**config.mk**
```make
export PLATFORM = sky130hd
export DESIGN_NAME = hex_line_led_indices
export DESIGN_NICKNAME = d
export VERILOG_FILES = /design/src/hw/rtl/hlli_pkg.sv /design/src/hw/rtl/hex_line_led_indices.sv /design/src/hw/rtl/hlli_front.sv /design/src/hw/rtl/hlli_queue.sv /design/src/hw/rtl/hlli_walk.sv /design/src/hw/rtl/hlli_map.sv
export SDC_FILE = /design/constraint.sdc
export NUM_CORES = 1
export LEC_CHECK = 0
export ABC_AREA = 1
export BUFFER_PORTS_ARGS = -buffer_cell sky130_fd_sc_hd__buf_4
export CAP_MARGIN = 20
export CORE_MARGIN = 5
export CORE_UTILIZATION = 45
export CTS_BUF_LIST = sky130_fd_sc_hd__clkbuf_8
export CTS_CLUSTER_DIAMETER = 200
export DETAILED_ROUTE_END_ITERATION = 12
export PLACE_DENSITY = 0.63
export SYNTH_ARGS = -nofsm -noshare
export SYNTH_HDL_FRONTEND = slang
export SYNTH_SLANG_ARGS = --single-unit
```
**constraint.sdc**
```tcl
create_clock -name clk -period 8.6 [get_ports clk]
set_clock_uncertainty 0.1 [all_clocks]
set_input_delay 0.86 -clock clk [delete_from_list [all_inputs] [get_ports clk]]
set_output_delay 0.86 -clock clk [all_outputs]
set_load 0.03 [all_outputs]
```
**src/hw/rtl/hlli_pkg.sv**
```systemverilog
// ----------------------------------------------------------------------------
// hlli_pkg
// Shared types, widths and arithmetic helpers for the hex line LED walker.
// ----------------------------------------------------------------------------
package hlli_pkg;

    localparam int COORD_W      = 5;
    localparam int COLOR_W      = 24;
    localparam int IDX_W        = 8;
    localparam int VAL_W        = 8;
    localparam int DIST_W       = 6;
    localparam int RING_CNT_DEF = 8;

    typedef logic signed [VAL_W-1:0] val_t;

    typedef struct packed {
        val_t               aq;
        val_t               ar;
        val_t               as_c;
        val_t               dq;
        val_t               dr;
        val_t               ds;
        logic [DIST_W-1:0]  span;
        logic [COLOR_W-1:0] color;
    } line_t;

    typedef struct packed {
        val_t               q;
        val_t               r;
        logic [COLOR_W-1:0] color;
        logic               last;
    } point_t;

    typedef struct packed {
        val_t val;
        val_t err;
    } rnd_t;

    typedef struct packed {
        val_t k;
        val_t rem;
    } acc_t;

    function automatic val_t sat_coord(input logic signed [COORD_W-1:0] c);
        val_t v;
        v = VAL_W'(c);
        if (v < -val_t'(15))
        begin
            v = -val_t'(15);
        end
        return v;
    endfunction

    function automatic val_t abs_val(input val_t v);
        return (v < 0) ? -v : v;
    endfunction

    // n = k*D + rem, 0 <= rem < D; round half away from zero
    function automatic rnd_t round_axis(input val_t k, input val_t rem,
                                        input logic [DIST_W-1:0] span);
        rnd_t o;
        val_t d;
        logic up;
        d = VAL_W'(span);
        if (k < 0)
        begin
            up = (2 * rem) > d;
        end
        else
        begin
            up = (2 * rem) >= d;
        end
        up    = up && (span != '0);
        o.val = k + VAL_W'(up);
        o.err = up ? (d - rem) : rem;
        return o;
    endfunction

    function automatic acc_t step_axis(input val_t k, input val_t rem, input val_t dc,
                                       input logic [DIST_W-1:0] span);
        acc_t o;
        val_t d;
        d     = VAL_W'(span);
        o.k   = k;
        o.rem = rem + dc;
        if (dc >= 0 && o.rem >= d)
        begin
            o.rem = o.rem - d;
            o.k   = k + val_t'(1);
        end
        else if (o.rem < 0)
        begin
            o.rem = o.rem + d;
            o.k   = k - val_t'(1);
        end
        return o;
    endfunction

endpackage

```
**src/hw/rtl/hex_line_led_indices.sv**
```systemverilog
// ----------------------------------------------------------------------------
// hex_line_led_indices
// Hex line walker producing one LED index item per point of a line.
// ----------------------------------------------------------------------------
// A line item of cube distance D gives D+1 result items, one per cycle while
// pop keeps up; after the last point of a line the walker loads the next line
// from its two-entry queue before it steps again, so lines do not overlap.
// Each point comes from incremental quotient/remainder counters, so no divider
// is used; the LED mapping feeds one register stage that holds the result item.
module hex_line_led_indices
#(
    parameter int RING_CNT = hlli_pkg::RING_CNT_DEF
)
(
    input  logic                                 clk,
    input  logic                                 rst_n,
    input  logic                                 push,
    output logic                                 full,
    input  logic signed [hlli_pkg::COORD_W-1:0]  start_q,
    input  logic signed [hlli_pkg::COORD_W-1:0]  start_r,
    input  logic signed [hlli_pkg::COORD_W-1:0]  end_q,
    input  logic signed [hlli_pkg::COORD_W-1:0]  end_r,
    input  logic        [hlli_pkg::COLOR_W-1:0]  pixel_color,
    output logic                                 empty,
    input  logic                                 pop,
    output logic        [hlli_pkg::IDX_W-1:0]    led_index,
    output logic                                 on_panel,
    output logic signed [hlli_pkg::COORD_W-1:0]  point_q,
    output logic signed [hlli_pkg::COORD_W-1:0]  point_r,
    output logic        [hlli_pkg::COLOR_W-1:0]  out_color,
    output logic                                 last_point
);
    import hlli_pkg::*;

    logic   q_wr, q_rd, q_nempty, pt_valid, pt_take;
    line_t  q_wdata, q_rdata;
    point_t pt;

    hlli_front u_front
    (
        .push        (push),
        .q_full      (full),
        .start_q     (start_q),
        .start_r     (start_r),
        .end_q       (end_q),
        .end_r       (end_r),
        .pixel_color (pixel_color),
        .q_wr        (q_wr),
        .q_wdata     (q_wdata)
    );

    hlli_queue u_queue
    (
        .clk    (clk),
        .rst_n  (rst_n),
        .wr     (q_wr),
        .wdata  (q_wdata),
        .rd     (q_rd),
        .rdata  (q_rdata),
        .nempty (q_nempty),
        .full   (full)
    );

    hlli_walk u_walk
    (
        .clk      (clk),
        .rst_n    (rst_n),
        .q_nempty (q_nempty),
        .q_rdata  (q_rdata),
        .q_rd     (q_rd),
        .pt_take  (pt_take),
        .pt_valid (pt_valid),
        .pt       (pt)
    );

    hlli_map #(.RING_CNT(RING_CNT)) u_map
    (
        .clk        (clk),
        .rst_n      (rst_n),
        .pt_valid   (pt_valid),
        .pt         (pt),
        .pt_take    (pt_take),
        .pop        (pop),
        .empty      (empty),
        .led_index  (led_index),
        .on_panel   (on_panel),
        .point_q    (point_q),
        .point_r    (point_r),
        .out_color  (out_color),
        .last_point (last_point)
    );

endmodule

```
**src/hw/rtl/hlli_front.sv**
```systemverilog
// ----------------------------------------------------------------------------
// hlli_front
// Accepts line items, clamps coordinates, and computes deltas and distance.
// ----------------------------------------------------------------------------
module hlli_front
(
    input  logic                                 push,
    input  logic                                 q_full,
    input  logic signed [hlli_pkg::COORD_W-1:0]  start_q,
    input  logic signed [hlli_pkg::COORD_W-1:0]  start_r,
    input  logic signed [hlli_pkg::COORD_W-1:0]  end_q,
    input  logic signed [hlli_pkg::COORD_W-1:0]  end_r,
    input  logic        [hlli_pkg::COLOR_W-1:0]  pixel_color,
    output logic                                 q_wr,
    output hlli_pkg::line_t                      q_wdata
);
    import hlli_pkg::*;

    val_t aq, ar, bq, br, as_c, bs_c, dq, dr, ds;
    logic [VAL_W:0] sum;

    always_comb
    begin
        aq   = sat_coord(start_q);
        ar   = sat_coord(start_r);
        bq   = sat_coord(end_q);
        br   = sat_coord(end_r);
        as_c = -aq - ar;
        bs_c = -bq - br;
        dq   = bq - aq;
        dr   = br - ar;
        ds   = bs_c - as_c;
        sum  = (VAL_W+1)'(abs_val(dq)) + (VAL_W+1)'(abs_val(dr)) + (VAL_W+1)'(abs_val(ds));
        q_wdata.aq    = aq;
        q_wdata.ar    = ar;
        q_wdata.as_c  = as_c;
        q_wdata.dq    = dq;
        q_wdata.dr    = dr;
        q_wdata.ds    = ds;
        q_wdata.span  = sum[DIST_W:1];
        q_wdata.color = pixel_color;
    end

    assign q_wr = push && !q_full;

endmodule

```
**src/hw/rtl/hlli_queue.sv**
```systemverilog
// ----------------------------------------------------------------------------
// hlli_queue
// Two-entry queue of decoded lines between front and walker.
// ----------------------------------------------------------------------------
module hlli_queue
(
    input  logic            clk,
    input  logic            rst_n,
    input  logic            wr,
    input  hlli_pkg::line_t wdata,
    input  logic            rd,
    output hlli_pkg::line_t rdata,
    output logic            nempty,
    output logic            full
);
    import hlli_pkg::*;

    line_t      mem_reg [2];
    logic [1:0] cnt_reg, cnt_next;
    logic       wp_reg, rp_reg;

    assign nempty = cnt_reg != 2'd0;
    assign full   = cnt_reg == 2'd2;
    assign rdata  = mem_reg[rp_reg];

    always_comb
    begin
        cnt_next = cnt_reg + 2'(wr) - 2'(rd);
    end

    always_ff @(posedge clk)
    begin
        if (wr)
        begin
            mem_reg[wp_reg] <= wdata;
        end
    end

    always_ff @(posedge clk or negedge rst_n)
    begin
        if (!rst_n)
        begin
            cnt_reg <= 2'd0;
            wp_reg  <= 1'b0;
            rp_reg  <= 1'b0;
        end
        else
        begin
            cnt_reg <= cnt_next;
            if (wr)
            begin
                wp_reg <= !wp_reg;
            end
            if (rd)
            begin
                rp_reg <= !rp_reg;
            end
        end
    end

endmodule

```
**src/hw/rtl/hlli_walk.sv**
```systemverilog
// ----------------------------------------------------------------------------
// hlli_walk
// Walks a line point by point with incremental rationals and cube rounding.
// ----------------------------------------------------------------------------
module hlli_walk
(
    input  logic            clk,
    input  logic            rst_n,
    input  logic            q_nempty,
    input  hlli_pkg::line_t q_rdata,
    output logic            q_rd,
    input  logic            pt_take,
    output logic            pt_valid,
    output hlli_pkg::point_t pt
);
    import hlli_pkg::*;

    logic               busy_reg;
    logic [DIST_W-1:0]  i_reg, d_reg;
    val_t               kq_reg, kr_reg, ks_reg;
    val_t               remq_reg, remr_reg, rems_reg;
    val_t               dcq_reg, dcr_reg, dcs_reg;
    logic [COLOR_W-1:0] color_reg;
    logic               pt_valid_reg;
    point_t             pt_reg, pt_next;
    logic               step;
    rnd_t               rq, rr, rs;
    acc_t               nq, nr, ns;

    assign q_rd     = !busy_reg && q_nempty;
    assign step     = busy_reg && (!pt_valid_reg || pt_take);
    assign pt_valid = pt_valid_reg;
    assign pt       = pt_reg;

    always_comb
    begin
        rq = round_axis(kq_reg, remq_reg, d_reg);
        rr = round_axis(kr_reg, remr_reg, d_reg);
        rs = round_axis(ks_reg, rems_reg, d_reg);
        nq = step_axis(kq_reg, remq_reg, dcq_reg, d_reg);
        nr = step_axis(kr_reg, remr_reg, dcr_reg, d_reg);
        ns = step_axis(ks_reg, rems_reg, dcs_reg, d_reg);
        pt_next.q     = rq.val;
        pt_next.r     = rr.val;
        pt_next.color = color_reg;
        pt_next.last  = i_reg == d_reg;
        if (rq.err > rr.err && rq.err > rs.err)
        begin
            pt_next.q = -rr.val - rs.val;
        end
        else if (rr.err > rs.err)
        begin
            pt_next.r = -rq.val - rs.val;
        end
    end

    always_ff @(posedge clk)
    begin
        if (q_rd)
        begin
            i_reg     <= '0;
            d_reg     <= q_rdata.span;
            kq_reg    <= q_rdata.aq;
            kr_reg    <= q_rdata.ar;
            ks_reg    <= q_rdata.as_c;
            remq_reg  <= '0;
            remr_reg  <= '0;
            rems_reg  <= '0;
            dcq_reg   <= q_rdata.dq;
            dcr_reg   <= q_rdata.dr;
            dcs_reg   <= q_rdata.ds;
            color_reg <= q_rdata.color;
        end
        else if (step)
        begin
            i_reg    <= i_reg + DIST_W'(1);
            kq_reg   <= nq.k;
            kr_reg   <= nr.k;
            ks_reg   <= ns.k;
            remq_reg <= nq.rem;
            remr_reg <= nr.rem;
            rems_reg <= ns.rem;
        end
        if (step)
        begin
            pt_reg <= pt_next;
        end
    end

    always_ff @(posedge clk or negedge rst_n)
    begin
        if (!rst_n)
        begin
            busy_reg     <= 1'b0;
            pt_valid_reg <= 1'b0;
        end
        else
        begin
            if (q_rd)
            begin
                busy_reg <= 1'b1;
            end
            else if (step && pt_next.last)
            begin
                busy_reg <= 1'b0;
            end
            if (step)
            begin
                pt_valid_reg <= 1'b1;
            end
            else if (pt_take)
            begin
                pt_valid_reg <= 1'b0;
            end
        end
    end

endmodule

```
**src/hw/rtl/hlli_map.sv**
```systemverilog
// ----------------------------------------------------------------------------
// hlli_map
// Maps a hex point to its serpentine LED index and holds the result item.
// ----------------------------------------------------------------------------
module hlli_map
#(
    parameter int RING_CNT = hlli_pkg::RING_CNT_DEF
)
(
    input  logic                                 clk,
    input  logic                                 rst_n,
    input  logic                                 pt_valid,
    input  hlli_pkg::point_t                     pt,
    output logic                                 pt_take,
    input  logic                                 pop,
    output logic                                 empty,
    output logic        [hlli_pkg::IDX_W-1:0]    led_index,
    output logic                                 on_panel,
    output logic signed [hlli_pkg::COORD_W-1:0]  point_q,
    output logic signed [hlli_pkg::COORD_W-1:0]  point_r,
    output logic        [hlli_pkg::COLOR_W-1:0]  out_color,
    output logic                                 last_point
);
    import hlli_pkg::*;

    localparam logic signed [15:0] RS = 16'(RING_CNT);

    logic                      out_valid_reg;
    logic [IDX_W-1:0]          idx_reg, idx_next;
    logic                      on_reg, on_next;
    logic signed [COORD_W-1:0] q_reg, r_reg;
    logic [COLOR_W-1:0]        color_reg;
    logic                      last_reg;
    logic signed [15:0]        q, r, s, row, qmin, col, len, base, m, idx;

    assign pt_take    = !out_valid_reg || pop;
    assign empty      = !out_valid_reg;
    assign led_index  = idx_reg;
    assign on_panel   = on_reg;
    assign point_q    = q_reg;
    assign point_r    = r_reg;
    assign out_color  = color_reg;
    assign last_point = last_reg;

    always_comb
    begin
        q    = 16'(pt.q);
        r    = 16'(pt.r);
        s    = -q - r;
        row  = r + RS - 16'sd1;
        qmin = (r < 0) ? (-(RS - 16'sd1) - r) : (-(RS - 16'sd1));
        col  = q - qmin;
        len  = 16'sd2 * RS - 16'sd1 - ((r < 0) ? -r : r);
        m    = r - 16'sd1;
        if (r <= 0)
        begin
            base = row * RS + ((row * (row - 16'sd1)) >>> 1);
        end
        else
        begin
            base = RS * RS + ((RS * (RS - 16'sd1)) >>> 1)
                 + m * (16'sd2 * RS - 16'sd2) - ((m * (m - 16'sd1)) >>> 1);
        end
        idx = row[0] ? (base + len - 16'sd1 - col) : (base + col);
        on_next = (q < RS) && (q > -RS) && (r < RS) && (r > -RS)
               && (s < RS) && (s > -RS);
        idx_next = on_next ? idx[IDX_W-1:0] : '0;
    end

    always_ff @(posedge clk)
    begin
        if (pt_valid && pt_take)
        begin
            idx_reg   <= idx_next;
            on_reg    <= on_next;
            q_reg     <= pt.q[COORD_W-1:0];
            r_reg     <= pt.r[COORD_W-1:0];
            color_reg <= pt.color;
            last_reg  <= pt.last;
        end
    end

    always_ff @(posedge clk or negedge rst_n)
    begin
        if (!rst_n)
        begin
            out_valid_reg <= 1'b0;
        end
        else if (pt_take)
        begin
            out_valid_reg <= pt_valid;
        end
    end

endmodule

```
==> results.py <==
metrics = {
    "clock_network": {
        "cts-buffers-inserted": 60,
        "clock_path_buffers": 3,
        "cts_sinks": 344,
        "root_buffer": "sky130_fd_sc_hd__clkbuf_8",
        "ctsHtreeMaxLevel": 2,
        "clk_transition_reported_paths_ns": 0.06,
        "cts_tree": "yes",
        "clkLatencyLatePin_ns": 0.68,
    },
    "final_layout": {
        "layout-area-overhead-vs-synth_pct": 11.43,
        "layout-drive-gt1-share_pct": 10.15,
        "final_net_count": 3551,
        "multiInputGateArea_um2": 14350,
        "seq_area_um2": 9996,
        "layout.cell_area.non_filler_um2": 29310,
        "max_ffs_per_register": 144,
        "fillers": 5304,
    },
    "critical_path": {
        "critPathArrivalTime_ns": 8.52,
        "cp.required_ns": 8.92,
        "timing.reg2reg.setup_slack_ns": 0.40,
        "worst_r2r_path_depth": 38,
        "crit-reg2reg-capture": "u_map.led_index[7]$_SDFFCE_PN0P_",
        "crit_slowest_cell": "sky130_fd_sc_hd__fa_2",
        "crit-reg2reg-launch": "u_walk.pt[26]$_DFFE_PP_",
        "setup.worst_path.end_class": "flip-flop",
        "setup.worst_path.start_class": "flip-flop",
        "critical_path.max_stage_delay_ns": 0.59,
        "critical_path_peak_fanout": 9,
        "path_class": "reg2reg",
    },
    "min_path": {
        "hold_depth": 1,
        "start_point_of_the_worst_min_delay_path": "pixel_color[11]",
        "hp-class": "in2reg",
        "min_delay_worst_endpoint": "u_queue.mem_reg[1][11]$_DFFE_PP_",
    },
    "placed_design": {
        "detailed_place.area_um2": 27930,
        "dp_hpwl_um": 50210,
        "gp_congestion": 0.9077,
        "port_buffers": 93,
    },
    "synthesis": {
        "syn-num-nets": 3422,
        "post-synth-top-area-fraction_pct": 35.04,
        "synthDistinctLibCells": 65,
        "postSynthRegisterBits": 344,
        "ys.warnings.count": 0,
        "synth-edff-count": 307,
        "synth.area.top_cells": "sky130_fd_sc_hd__edfxtp_1 (35%), sky130_fd_sc_hd__ha_1 (15%), sky130_fd_sc_hd__nand2_1 (9.5%)",
        "synth.largest_area_cell": "sky130_fd_sc_hd__edfxtp_1",
        "seq_area_frac_synth_pct": 37.99,
        "synthesis.area_um2": 26310,
        "avg_synthesized_cell_area_um2": 8.843,
        "postSynthCellCount": 2975,
        "synth_async_sr_flop_share_pct": 2.035,
        "synthFlopType": "sky130_fd_sc_hd__edfxtp_1",
    },
    "detailed_routing": {
        "via_count": 20120,
        "wl_per_cell_um": 16.74,
        "wl_final_um": 65600,
        "detail_route.first_pass.iterations": 11,
        "remaining_drc_errors": 2,
        "initialDrtViolationCount": 1257,
        "ant_nets": 0,
        "route.detailed.vias_per_inst": 5.133,
    },
    "timing": {
        "hold_viol_final": 0,
        "slew_at_the_pin_closest_to_its_max_slew_limit_ns": 0.9341,
        "rsz0062_at_grt": "no",
        "setup_viol_count_final": 0,
        "fmax_mhz": 121.9,
        "max-slew-margin-rel_pct": 37.59,
        "final_period_minus_worst_setup_slack_ns": 8.203,
        "report.final.slew_viol_count": 0,
        "final_worst_path_cycle_share_pct": 95.38,
        "setup-tns-final_ns": 0,
    },
    "global_route": {
        "grt_util_all_layers_pct": 20.42,
        "remaining_global_route_overflow": 0,
        "via_count_of_the_first_global_routing_pass": 20370,
        "number_of_antenna_violations_at_the_first_check_in_global_routing": 1,
        "grt_pass1_wl_um": 105400,
        "grt_start_max_net_pins": 66,
    },
    "floorplan": {
        "core_region_um2": 57810,
        "initial_utilization_pct": 45.51,
        "die_area_um2": 63390,
        "ios": 94,
        "die_y_um": 251.8,
        "dieWidth_um": 251.8,
        "fp-row-count": 88,
    },
    "run": {
        "drv_cap": 0,
    },
    "status": {
        "violations_in_the_final_reports": "DRC",
        "status": "finished, violations left",
    },
}
[cell usage after synthesis, types with 8 or more instances]
master	instances
sky130_fd_sc_hd__o211ai_1	20
sky130_fd_sc_hd__o21bai_1	13
sky130_fd_sc_hd__edfxtp_1	307
sky130_fd_sc_hd__nor2_1	204
sky130_fd_sc_hd__nor3_1	25
sky130_fd_sc_hd__nand2_2	13
sky130_fd_sc_hd__clkbuf_1	42
sky130_fd_sc_hd__o21ai_0	143
sky130_fd_sc_hd__fa_1	80
sky130_fd_sc_hd__nand3_2	8
sky130_fd_sc_hd__or2_2	20
sky130_fd_sc_hd__dfxtp_1	30
sky130_fd_sc_hd__inv_1	456
sky130_fd_sc_hd__nand2_1	666
sky130_fd_sc_hd__nand3_1	123
sky130_fd_sc_hd__buf_2	8
sky130_fd_sc_hd__xnor2_1	48
sky130_fd_sc_hd__ha_1	319
sky130_fd_sc_hd__a21oi_1	134
sky130_fd_sc_hd__a31oi_1	29
sky130_fd_sc_hd__nand3b_1	10
sky130_fd_sc_hd__a211oi_1	10
sky130_fd_sc_hd__xor2_1	138
sky130_fd_sc_hd__nand4_1	14
sky130_fd_sc_hd__inv_2	15
[per-layer routing]
layer | vias up | GRT usage [%] | share of wire, %
met4 | 0 | 7.320 | 3.7
met3 | 138 | 2.526 | 3.6
met1 | 9464 | 25.40 | 43
met2 | 455 | 36.63 | 50
li1 | 10070 | - | -
met5 | - | 0 | 0
[through the flow]
step | instances | setup WS, ns | hold slack, ns | util, %
6_report | 3920 | 0.3974 | 0.2721 | 50.71
2_1_floorplan | 2975 | 0.03822 | 0.3003 | -
4_1_cts | 3914 | 0.1697 | 0.2098 | 50.47
5_1_grt | 3920 | 0.006570 | 0.2059 | 50.71
3_3_place_gp | 3800 | 0.2509 | 0.3005 | 48.31
3_5_place_dp | 3801 | 0.2051 | 0.3045 | 48.32
[cells by family after synthesis]
| group | synth area share [%] |
|---|---|
| AND/OR/NAND/NOR | 17.76 |
| buffers and inverters | 7.995 |
| multiplexers | 0.2759 |
| flip-flops | 37.99 |
| adder cells (fa/ha/maj) | 21.26 |
| XOR/XNOR | 6.316 |
| AO/OA/AOI/OAI | 8.400 |
[final cells by class]
type | instances | share of cell area [%]
flip-flops and latches | 344 | 34.10
inverters | 474 | 6.086
repair buffers | 133 | 3.397
diodes | 1 | 0.008536
clock buffers | 65 | 3.052
multi-input cells | 2091 | 48.93
well taps | 765 | 3.265
clock inverters | 47 | 1.157
[worst max-delay path: cells and delay by family (launching register included)]
kind,cells,cell delay [ns]
adders and majority gates,12,4.42
xor gates and xnor gates,4,0.55
AOI/OAI and AO/OA,1,0.16
DFF,1,0.38
and+or+nand+nor,14,1.40
buffers and inverters,6,0.72
muxes,1,0.23
[timing repair]
item / 4_1_cts / 5_1_grt
hold buffers: 1 / 0
endpoints found under the hold margin: 7 / 0
endpoints found under the setup margin: 0 / 1
setup buffers: 0 / 4
gates resized for setup: 0 / 20
[cell usage in the layout (no fill, tap or decap), types with 20 or more instances in the layout]
cell type / Yosys / routed
sky130_fd_sc_hd__xor2_1: 138 / 134
sky130_fd_sc_hd__clkbuf_8: 0 / 65
sky130_fd_sc_hd__fa_1: 80 / 79
sky130_fd_sc_hd__a31oi_1: 29 / 29
sky130_fd_sc_hd__o211ai_1: 20 / 20
sky130_fd_sc_hd__nor2_1: 204 / 200
sky130_fd_sc_hd__buf_4: 2 / 130
sky130_fd_sc_hd__nand2_1: 666 / 663
sky130_fd_sc_hd__xnor2_1: 48 / 48
sky130_fd_sc_hd__nand3_1: 123 / 123
sky130_fd_sc_hd__nor3_1: 25 / 25
sky130_fd_sc_hd__a21oi_1: 134 / 132
sky130_fd_sc_hd__ha_1: 319 / 313
sky130_fd_sc_hd__edfxtp_1: 307 / 307
sky130_fd_sc_hd__dfxtp_1: 30 / 30
sky130_fd_sc_hd__or2_2: 20 / 20
sky130_fd_sc_hd__clkinv_1: 2 / 21
sky130_fd_sc_hd__o21ai_0: 143 / 143
sky130_fd_sc_hd__inv_1: 456 / 464
[worst max-delay path by stage]
stage                                            end                    start  slack, ns  cells after the start
floorplan           u_map.led_index[7]$_SDFFCE_PN0P_  u_walk.pt[25]$_DFFE_PP_       0.04                     45
global placement    u_map.led_index[7]$_SDFFCE_PN0P_  u_walk.pt[25]$_DFFE_PP_       0.25                     41
detailed placement  u_queue.mem_reg[0][29]$_DFFE_PP_               start_r[2]       0.21                     41
CTS                 u_map.led_index[7]$_SDFFCE_PN0P_  u_walk.pt[25]$_DFFE_PP_       0.17                     40
global route        u_map.led_index[7]$_SDFFCE_PN0P_  u_walk.pt[26]$_DFFE_PP_      0.007                     38
finish              u_map.led_index[7]$_SDFFCE_PN0P_  u_walk.pt[26]$_DFFE_PP_       0.40                     38
Power is not shown: default switching activity piles up to over one toggle a cycle in this logic, so the estimate is an artifact.
